--- src/rtl/rfhf_pkg.sv ---
`timescale 1ns / 1ps
// ----------------------------------------------------------------------------
// rfhf_pkg
// Shared types and constants of the receive frame header filter.
// ----------------------------------------------------------------------------
package rfhf_pkg;

  localparam int unsigned MAX_FRAME_BYTES_DEF = 127;

  localparam int unsigned CFG_INDEX_W = 2;
  localparam int unsigned POS_W = 9;

  localparam logic [CFG_INDEX_W-1:0] CFG_DEVICE_MODE = 2'd0;
  localparam logic [CFG_INDEX_W-1:0] CFG_ACK_REQUEST = 2'd1;
  localparam logic [CFG_INDEX_W-1:0] CFG_ACCEPT_ALL  = 2'd2;

  localparam logic KIND_PAYLOAD = 1'b0;
  localparam logic KIND_SUMMARY = 1'b1;

  localparam logic [7:0] FC_ACK    = 8'h61;
  localparam logic [7:0] FC_NO_ACK = 8'h41;
  localparam logic [7:0] ADDR_MODE = 8'h88;
  localparam logic [7:0] SEQ_RESET = 8'hFF;
  localparam logic [15:0] BCAST_ADDR = 16'hFFFF;

  localparam logic [7:0] FCS_BYTES = 8'd2;
  localparam logic [7:0] MIN_DEVICE_LEN = 8'd11;
  localparam logic [7:0] DEVICE_OVERHEAD = 8'd11;

  localparam logic [POS_W-1:0] POS_FC      = 9'd0;
  localparam logic [POS_W-1:0] POS_ADDR    = 9'd1;
  localparam logic [POS_W-1:0] POS_SEQ     = 9'd2;
  localparam logic [POS_W-1:0] POS_PAN_LO  = 9'd3;
  localparam logic [POS_W-1:0] POS_PAN_HI  = 9'd4;
  localparam logic [POS_W-1:0] POS_DST_LO  = 9'd5;
  localparam logic [POS_W-1:0] POS_DST_HI  = 9'd6;
  localparam logic [POS_W-1:0] POS_SRC_LO  = 9'd7;
  localparam logic [POS_W-1:0] POS_SRC_HI  = 9'd8;

  typedef struct packed {
    logic device_mode;
    logic ack_request;
    logic accept_all;
  } rfhf_cfg_t;

  typedef struct packed {
    logic        kind;
    logic [7:0]  data_byte;
    logic [6:0]  payload_length;
    logic [7:0]  frame_seq;
    logic [15:0] pan_id;
    logic [15:0] dest_id;
    logic [15:0] source_id;
    logic [7:0]  link_quality;
    logic [7:0]  energy_out;
    logic        crc_ok;
    logic        last;
  } rfhf_result_t;

endpackage

--- src/rtl/rfhf_parser.sv ---
`timescale 1ns / 1ps
// ----------------------------------------------------------------------------
// rfhf_parser
// Per-byte frame tracking, header check and capture, duplicate filtering.
// ----------------------------------------------------------------------------
module rfhf_parser #(
  parameter int unsigned MAX_FRAME_BYTES = rfhf_pkg::MAX_FRAME_BYTES_DEF
) (
  input  logic                  clk,
  input  logic                  rst,
  input  rfhf_pkg::rfhf_cfg_t   cfg,
  input  logic                  in_accept,
  input  logic [7:0]            rx_byte,
  input  logic                  frame_start,
  input  logic [7:0]            energy_level,
  input  logic                  crc_valid,
  output logic                  res_valid,
  output rfhf_pkg::rfhf_result_t res
);
  import rfhf_pkg::*;

  localparam logic [7:0] MaxLen = 8'(MAX_FRAME_BYTES);

  typedef struct packed {
    logic [7:0]       last_seq;
    logic [7:0]       frame_len;
    logic [POS_W-1:0] byte_pos;
    logic             in_frame;
    logic             frame_accepted;
    logic             frame_raw;
    logic [7:0]       header_seq;
    logic [15:0]      header_pan;
    logic [15:0]      header_dst;
    logic [15:0]      header_src;
    logic [7:0]       saved_lqi;
    logic [7:0]       saved_energy;
  } rfhf_state_t;

  rfhf_state_t st;
  rfhf_state_t st_next;

  logic [POS_W-1:0] len_ext;
  logic             in_payload;
  logic [7:0]       plen_raw;

  assign len_ext = {1'b0, st.frame_len};
  assign in_payload = (st.byte_pos + POS_W'(FCS_BYTES)) < len_ext;
  assign plen_raw = st.frame_len - (st.frame_raw ? FCS_BYTES : DEVICE_OVERHEAD);

  always_comb begin
    st_next = st;
    res_valid = 1'b0;
    res = '0;
    if (in_accept) begin
      if (frame_start) begin
        st_next.frame_len = rx_byte;
        st_next.saved_energy = energy_level;
        st_next.byte_pos = '0;
        st_next.frame_raw = !cfg.device_mode;
        st_next.frame_accepted = 1'b0;
        st_next.saved_lqi = '0;
        st_next.in_frame = (rx_byte <= MaxLen) &&
                           (cfg.device_mode ? (rx_byte >= MIN_DEVICE_LEN) :
                                              (rx_byte >= FCS_BYTES));
      end else if (st.in_frame) begin
        st_next.byte_pos = st.byte_pos + POS_W'(1);
        if (st.byte_pos == len_ext + POS_W'(1)) begin
          st_next.in_frame = 1'b0;
          if (st.frame_raw || st.frame_accepted) begin
            res_valid = 1'b1;
            res.kind = KIND_SUMMARY;
            res.payload_length = plen_raw[7] ? 7'h7F : plen_raw[6:0];
            res.crc_ok = crc_valid;
            res.last = 1'b1;
            if (!st.frame_raw) begin
              res.frame_seq = st.header_seq;
              res.pan_id = st.header_pan;
              res.dest_id = st.header_dst;
              res.source_id = st.header_src;
              res.link_quality = st.saved_lqi;
              res.energy_out = st.saved_energy;
            end
          end
        end else if (st.frame_raw) begin
          if (in_payload) begin
            res_valid = 1'b1;
            res.kind = KIND_PAYLOAD;
            res.data_byte = rx_byte;
          end
        end else begin
          case (st.byte_pos)
            POS_FC: begin
              st_next.frame_accepted = cfg.ack_request ? (rx_byte == FC_ACK) :
                                                         (rx_byte == FC_NO_ACK);
            end
            POS_ADDR: begin
              if (rx_byte != ADDR_MODE) begin
                st_next.frame_accepted = 1'b0;
              end
            end
            POS_SEQ: st_next.header_seq = rx_byte;
            POS_PAN_LO: st_next.header_pan[7:0] = rx_byte;
            POS_PAN_HI: st_next.header_pan[15:8] = rx_byte;
            POS_DST_LO: st_next.header_dst[7:0] = rx_byte;
            POS_DST_HI: st_next.header_dst[15:8] = rx_byte;
            POS_SRC_LO: st_next.header_src[7:0] = rx_byte;
            POS_SRC_HI: begin
              st_next.header_src[15:8] = rx_byte;
              if (st.frame_accepted && !cfg.accept_all && st.header_dst != BCAST_ADDR) begin
                if (st.last_seq != st.header_seq) begin
                  st_next.last_seq = st.header_seq;
                end else begin
                  st_next.frame_accepted = 1'b0;
                end
              end
            end
            default: begin
              if (in_payload) begin
                if (st.frame_accepted) begin
                  res_valid = 1'b1;
                  res.kind = KIND_PAYLOAD;
                  res.data_byte = rx_byte;
                end
              end else if (st.byte_pos == len_ext) begin
                st_next.saved_lqi = rx_byte;
              end
            end
          endcase
        end
      end
    end
  end

  always_ff @(posedge clk) begin
    if (rst) begin
      st <= '{last_seq: SEQ_RESET, default: '0};
    end else begin
      st <= st_next;
    end
  end

endmodule

--- src/rtl/rfhf_out_buf.sv ---
`timescale 1ns / 1ps
// ----------------------------------------------------------------------------
// rfhf_out_buf
// Result register that holds one request until the downstream side takes it.
// ----------------------------------------------------------------------------
module rfhf_out_buf (
  input  logic                   clk,
  input  logic                   rst,
  input  logic                   in_accept,
  input  logic                   res_valid,
  input  rfhf_pkg::rfhf_result_t res,
  input  logic                   out_stall,
  output logic                   out_valid,
  output logic                   busy,
  output rfhf_pkg::rfhf_result_t out_res
);
  import rfhf_pkg::*;

  assign busy = out_valid && out_stall;

  always_ff @(posedge clk) begin
    if (rst) begin
      out_valid <= 1'b0;
    end else if (in_accept) begin
      out_valid <= res_valid;
    end else if (!out_stall) begin
      out_valid <= 1'b0;
    end
  end

  always_ff @(posedge clk) begin
    if (in_accept && res_valid) begin
      out_res <= res;
    end
  end

endmodule

--- src/rtl/rx_frame_header_filter.sv ---
`timescale 1ns / 1ps
// ----------------------------------------------------------------------------
// rx_frame_header_filter
// Receive filter for short-address data frames: checks and captures the
// header and drops duplicates in device mode, streams payload bytes and a frame summary.
// ----------------------------------------------------------------------------
//  Channel   Handshake            Contents
//  in        in_valid / in_stall  rx_byte, frame_start, energy_level, crc_valid
//  out       out_valid / out_stall  one payload byte or one frame summary
//  cfg       cfg_valid / cfg_ready  cfg_index, cfg_data (always ready)
//
//  Each request is handled combinationally; its result appears in the output
//  register in the cycle after acceptance, and one request can enter every
//  cycle while in_stall is low. in_stall is high only while the output
//  register holds a result that is stalled. Reset is synchronous and restores
//  the register defaults and the last sequence number of 0xFF.
// ----------------------------------------------------------------------------
module rx_frame_header_filter #(
  parameter int unsigned MAX_FRAME_BYTES = rfhf_pkg::MAX_FRAME_BYTES_DEF
) (
  input  logic                             clk,
  input  logic                             rst,
  input  logic                             in_valid,
  output logic                             in_stall,
  input  logic [7:0]                       rx_byte,
  input  logic                             frame_start,
  input  logic [7:0]                       energy_level,
  input  logic                             crc_valid,
  output logic                             out_valid,
  input  logic                             out_stall,
  output logic                             kind,
  output logic [7:0]                       data_byte,
  output logic [6:0]                       payload_length,
  output logic [7:0]                       frame_seq,
  output logic [15:0]                      pan_id,
  output logic [15:0]                      dest_id,
  output logic [15:0]                      source_id,
  output logic [7:0]                       link_quality,
  output logic [7:0]                       energy_out,
  output logic                             crc_ok,
  output logic                             last,
  input  logic                             cfg_valid,
  output logic                             cfg_ready,
  input  logic [rfhf_pkg::CFG_INDEX_W-1:0] cfg_index,
  input  logic                             cfg_data
);
  import rfhf_pkg::*;

  rfhf_cfg_t    cfg;
  logic         in_accept;
  logic         res_valid;
  logic         busy;
  rfhf_result_t res;
  rfhf_result_t out_res;

  assign cfg_ready = 1'b1;
  assign in_stall = busy;
  assign in_accept = in_valid && !busy;

  always_ff @(posedge clk) begin
    if (rst) begin
      cfg.device_mode <= 1'b1;
      cfg.ack_request <= 1'b0;
      cfg.accept_all <= 1'b0;
    end else if (cfg_valid && cfg_ready) begin
      case (cfg_index)
        CFG_DEVICE_MODE: cfg.device_mode <= cfg_data;
        CFG_ACK_REQUEST: cfg.ack_request <= cfg_data;
        CFG_ACCEPT_ALL:  cfg.accept_all <= cfg_data;
        default: begin
        end
      endcase
    end
  end

  rfhf_parser #(
    .MAX_FRAME_BYTES(MAX_FRAME_BYTES)
  ) u_parser (
    .clk         (clk),
    .rst         (rst),
    .cfg         (cfg),
    .in_accept   (in_accept),
    .rx_byte     (rx_byte),
    .frame_start (frame_start),
    .energy_level(energy_level),
    .crc_valid   (crc_valid),
    .res_valid   (res_valid),
    .res         (res)
  );

  rfhf_out_buf u_out_buf (
    .clk       (clk),
    .rst       (rst),
    .in_accept (in_accept),
    .res_valid (res_valid),
    .res       (res),
    .out_stall (out_stall),
    .out_valid (out_valid),
    .busy      (busy),
    .out_res   (out_res)
  );

  assign kind = out_res.kind;
  assign data_byte = out_res.data_byte;
  assign payload_length = out_res.payload_length;
  assign frame_seq = out_res.frame_seq;
  assign pan_id = out_res.pan_id;
  assign dest_id = out_res.dest_id;
  assign source_id = out_res.source_id;
  assign link_quality = out_res.link_quality;
  assign energy_out = out_res.energy_out;
  assign crc_ok = out_res.crc_ok;
  assign last = out_res.last;

endmodule

--- config.mk ---
export PLATFORM = sky130hd
export DESIGN_NAME = rx_frame_header_filter
export DESIGN_NICKNAME = d
export VERILOG_FILES = /design/src/rtl/rfhf_pkg.sv /design/src/rtl/rfhf_parser.sv /design/src/rtl/rfhf_out_buf.sv /design/src/rtl/rx_frame_header_filter.sv
export SDC_FILE = /design/constraint.sdc
export NUM_CORES = 1
export LEC_CHECK = 0
export BUFFER_PORTS_ARGS = -buffer_cell sky130_fd_sc_hd__buf_2
export CORE_MARGIN = 4
export CORE_UTILIZATION = 50
export DETAILED_ROUTE_END_ITERATION = 8
export PLACE_DENSITY = 0.73
export SYNTH_ARGS = -nofsm -noshare
export SYNTH_HDL_FRONTEND = slang
export SYNTH_SLANG_ARGS = --single-unit
--- constraint.sdc ---
create_clock -name clk -period 7.4 [get_ports clk]
set_input_delay 0.37 -clock clk [delete_from_list [all_inputs] [get_ports clk]]
set_output_delay 0.37 -clock clk [all_outputs]
set_load 0.005 [all_outputs]
==> results.py <==
metrics = {
    "drt": {
        "routedWlPerCell_um": 17.3,
        "drtIter0Drc": 559,
        "num_vias": 5925,
        "finalWirelength_um": 19000,
        "drtPass1Iterations": 5,
        "vias_per_cell": 5.40,
        "ant_nets": 0,
        "drc": 0,
    },
    "placed_design": {
        "numPortBuffers": 117,
        "place_congestion": 0.903,
        "dp_hpwl_um": 12300,
        "dp.cells": 1067,
    },
    "setup_path": {
        "worst-endpoint-arrival_ps": 3860,
        "critPathKind": "reg2reg",
        "startpoint_type": "register",
        "cp_max_fo": 90,
        "crit_path_end_kind": "register",
        "worst-path-buf-inv": 0,
        "cpMaxStageDelayCell": "nand2_4",
        "max_stage_delay_ps": 990,
        "r2r_cells": 7,
        "r2r-end": "u_out_buf.out_res[73]",
        "r2r-start": "u_parser.len_ext[1]",
        "r2r_slack_ps": 3580,
        "crit_family": "simple AND/OR/NAND/NOR gates",
        "path_cells": "ha_1 > nand2b_1 > or4b_1 > o31a_1 > a2111oi_2 > o211ai_1 > nand2_4",
        "required_ps": 7440,
    },
    "clocking": {
        "cts.sinks": 194,
        "cts_setup_buffers": 0,
        "cts_buffers": 17,
        "cts_tree": "yes",
        "path_clk_slew_ps": 70,
        "ctsRootBufferMaster": "clkbuf_16",
        "clock_latency_ps": 430,
        "htreeDepth": 4,
        "cts_resized": 0,
        "ctsHoldBuffers": 0,
        "clockBufferDepth": 2,
    },
    "worst_hold_path": {
        "hold_depth": 3,
        "holdCritPathClass": "in2reg",
        "holdPathEnd": "u_parser.st[1]",
        "min_from": "energy_level[1]",
    },
    "synthesis": {
        "syn_avg_cell_area_um2": 10.8,
        "ys_types": 56,
        "ys_warn_count": 0,
        "ys_ff_latch": 194,
        "synthTopCellsByCount": "104 x dfxtp_1, 96 x nor2_1, 90 x edfxtp_1",
        "netlist_instances": 776,
        "netlist_area_um2": 8410,
        "synth_top_area_share_pct": 32.1,
        "yosysMostFrequentCell": "dfxtp_1",
        "yosysSeqAreaShare_pct": 56.9,
        "yosysTopAreaCell": "edfxtp_1",
        "async_flop_share_pct": 0,
        "synth-edff-count": 90,
        "synth_ff_type": "dfxtp_1",
        "synthTopCellsByArea": "edfxtp_1 32%, dfxtp_1 25%, mux2i_1 6.9%",
        "synth_nets": 819,
    },
    "timing": {
        "period_share_pct": 51.6,
        "fmax_mhz": 262,
        "finalSetupViolations": 0,
        "worst_pin_slew_ps": 1220,
        "skew_ps": 11.8,
        "relSlewSlack_pct": 18.3,
        "rsz0062_at_grt": "no",
        "fin_tns_setup_ps": 0,
        "period_needed_ps": 3820,
        "report.final.slew_viol_count": 0,
        "hold_violations": 0,
    },
    "layout": {
        "fin_cells": 1098,
        "drive_gt1_share_pct": 17.3,
        "nets": 909,
        "area_growth_pct": 14.1,
        "antenna_cells": 0,
    },
    "pwr": {
        "vdd_drop_max_mv": 0.169,
        "p_comb_share_pct": 4.0,
        "leakage_nw": 4.04,
        "p_sw_uw": 449,
        "clkPwrFrac_pct": 41.2,
        "p_int_mw": 1.60,
        "powerDensity_nw_per_um2": 214,
        "seq_power_share_pct": 54.8,
        "switching_share_pct": 21.9,
    },
    "global_route": {
        "grt_pass1_wl_um": 30000,
        "grt_pass1_vias": 5667,
        "grt.overflow.total": 0,
        "grt_max_degree": 106,
        "antenna_found_initial": 0,
        "busiest_layer": "met2",
        "use_met1_pct": 28.5,
        "use_met3_pct": 3.98,
        "use_met2_pct": 32.5,
        "grt_usage_pct": 20.7,
    },
    "floorplanning": {
        "boundaryPins": 119,
        "rows": 47,
        "die-area_um2": 19000,
        "die_y_um": 138,
        "die_x_um": 138,
        "initial_core_util_pct": 50.9,
        "fp.coreArea_um2": 16500,
    },
    "run_status": {
        "status": "finished, final reports clean",
    },
    "run": {
        "max_cap_viol_count": 0,
    },
}
[tightest hold or removal path, cell delays in order]
cell	delay [ps]
buf_2	90
nand2_1	40
a21oi_1	50
[sequential cells by signal (all words and copies together), names as in the netlist]
register	flops
u_parser.st	92
u_parser.len_ext	8
cfg	3
u_out_buf.out_valid	1
u_out_buf.out_res	90
[worst max path at each step]
stage	from	endpoint	slack [ps]	cells after the start
2_1_floorplan	u_parser.len_ext[1]	u_out_buf.out_res[0]	3000	8
3_3_place_gp	u_parser.len_ext[1]	u_out_buf.out_res[72]	3690	7
3_5_place_dp	u_parser.len_ext[1]	u_out_buf.out_res[21]	3620	7
4_1_cts	u_parser.len_ext[1]	u_out_buf.out_res[39]	3590	7
5_1_grt	u_parser.len_ext[1]	u_out_buf.out_res[61]	3220	7
6_report	u_parser.len_ext[1]	u_out_buf.out_res[73]	3580	7
[power by group through the flow]
stage	registers [mW]	logic, mW	clock network [mW]
final	1.13	0.0815	0.847
after detailed placement	1.15	0.0808	0
after floorplan	1.15	0.0547	0
after global placement	1.15	0.0813	0
after CTS	1.13	0.0812	0.857
after global routing	1.13	0.0895	0.912
[cell type report]
class                           count  area [um^2]
Multi-Input combinational cell    514         3330
Tap cell                          220          275
Timing Repair Buffer              118          596
Clock inverter                      9         83.8
Sequential cell                   194         4780
Clock buffer                       22          444
Inverter                           21         78.8
Fill cell                        1409         6930
[cell usage in the layout (no fill, tap or decap), types with 17 or more instances in the layout]
| cell | synthesis | layout |
|---|---|---|
| buf_2 | 6 | 116 |
| dfxtp_1 | 104 | 104 |
| nor2_1 | 96 | 96 |
| edfxtp_1 | 90 | 90 |
| and2_1 | 82 | 82 |
| nand2_1 | 61 | 60 |
| mux2i_1 | 58 | 58 |
| a21oi_1 | 37 | 37 |
| inv_1 | 21 | 21 |
| xor2_1 | 19 | 19 |
| ha_1 | 17 | 17 |
| clkbuf_16 | 0 | 17 |
[metrics by stage]
stage / total power [mW] / hold slack [ps] / instance area, um^2 / utilization, % / setup WS [ps]
global route: 2.13 / 179 / 9590 / 58.0 / 3220
global placement: 1.23 / 438 / 9060 / 54.8 / 3690
CTS: 2.06 / 163 / 9590 / 58.0 / 3590
detailed placement: 1.23 / 443 / 9060 / 54.8 / 3620
finish: 2.05 / 172 / 9590 / 58.0 / 3580
floorplan: 1.20 / 432 / 8410 / - / 3000
[metal layers]
layer  share of wire (%)  vias up
met1                  44     2792
met5                   0        -
met2                  47      215
met3                 6.9       31
met4                 2.1        0
li1                    -     2887
[kinds of logic after synthesis]
logic type | share of synthesized area (%)
compound gates | 8.39
xor+xnor | 3.02
fa+ha+maj | 2.53
buf+inv | 3.59
flops | 56.9
mux | 6.90
other cells | 0.0446
simple gates | 18.6
(Power assumes the default switching activity.)
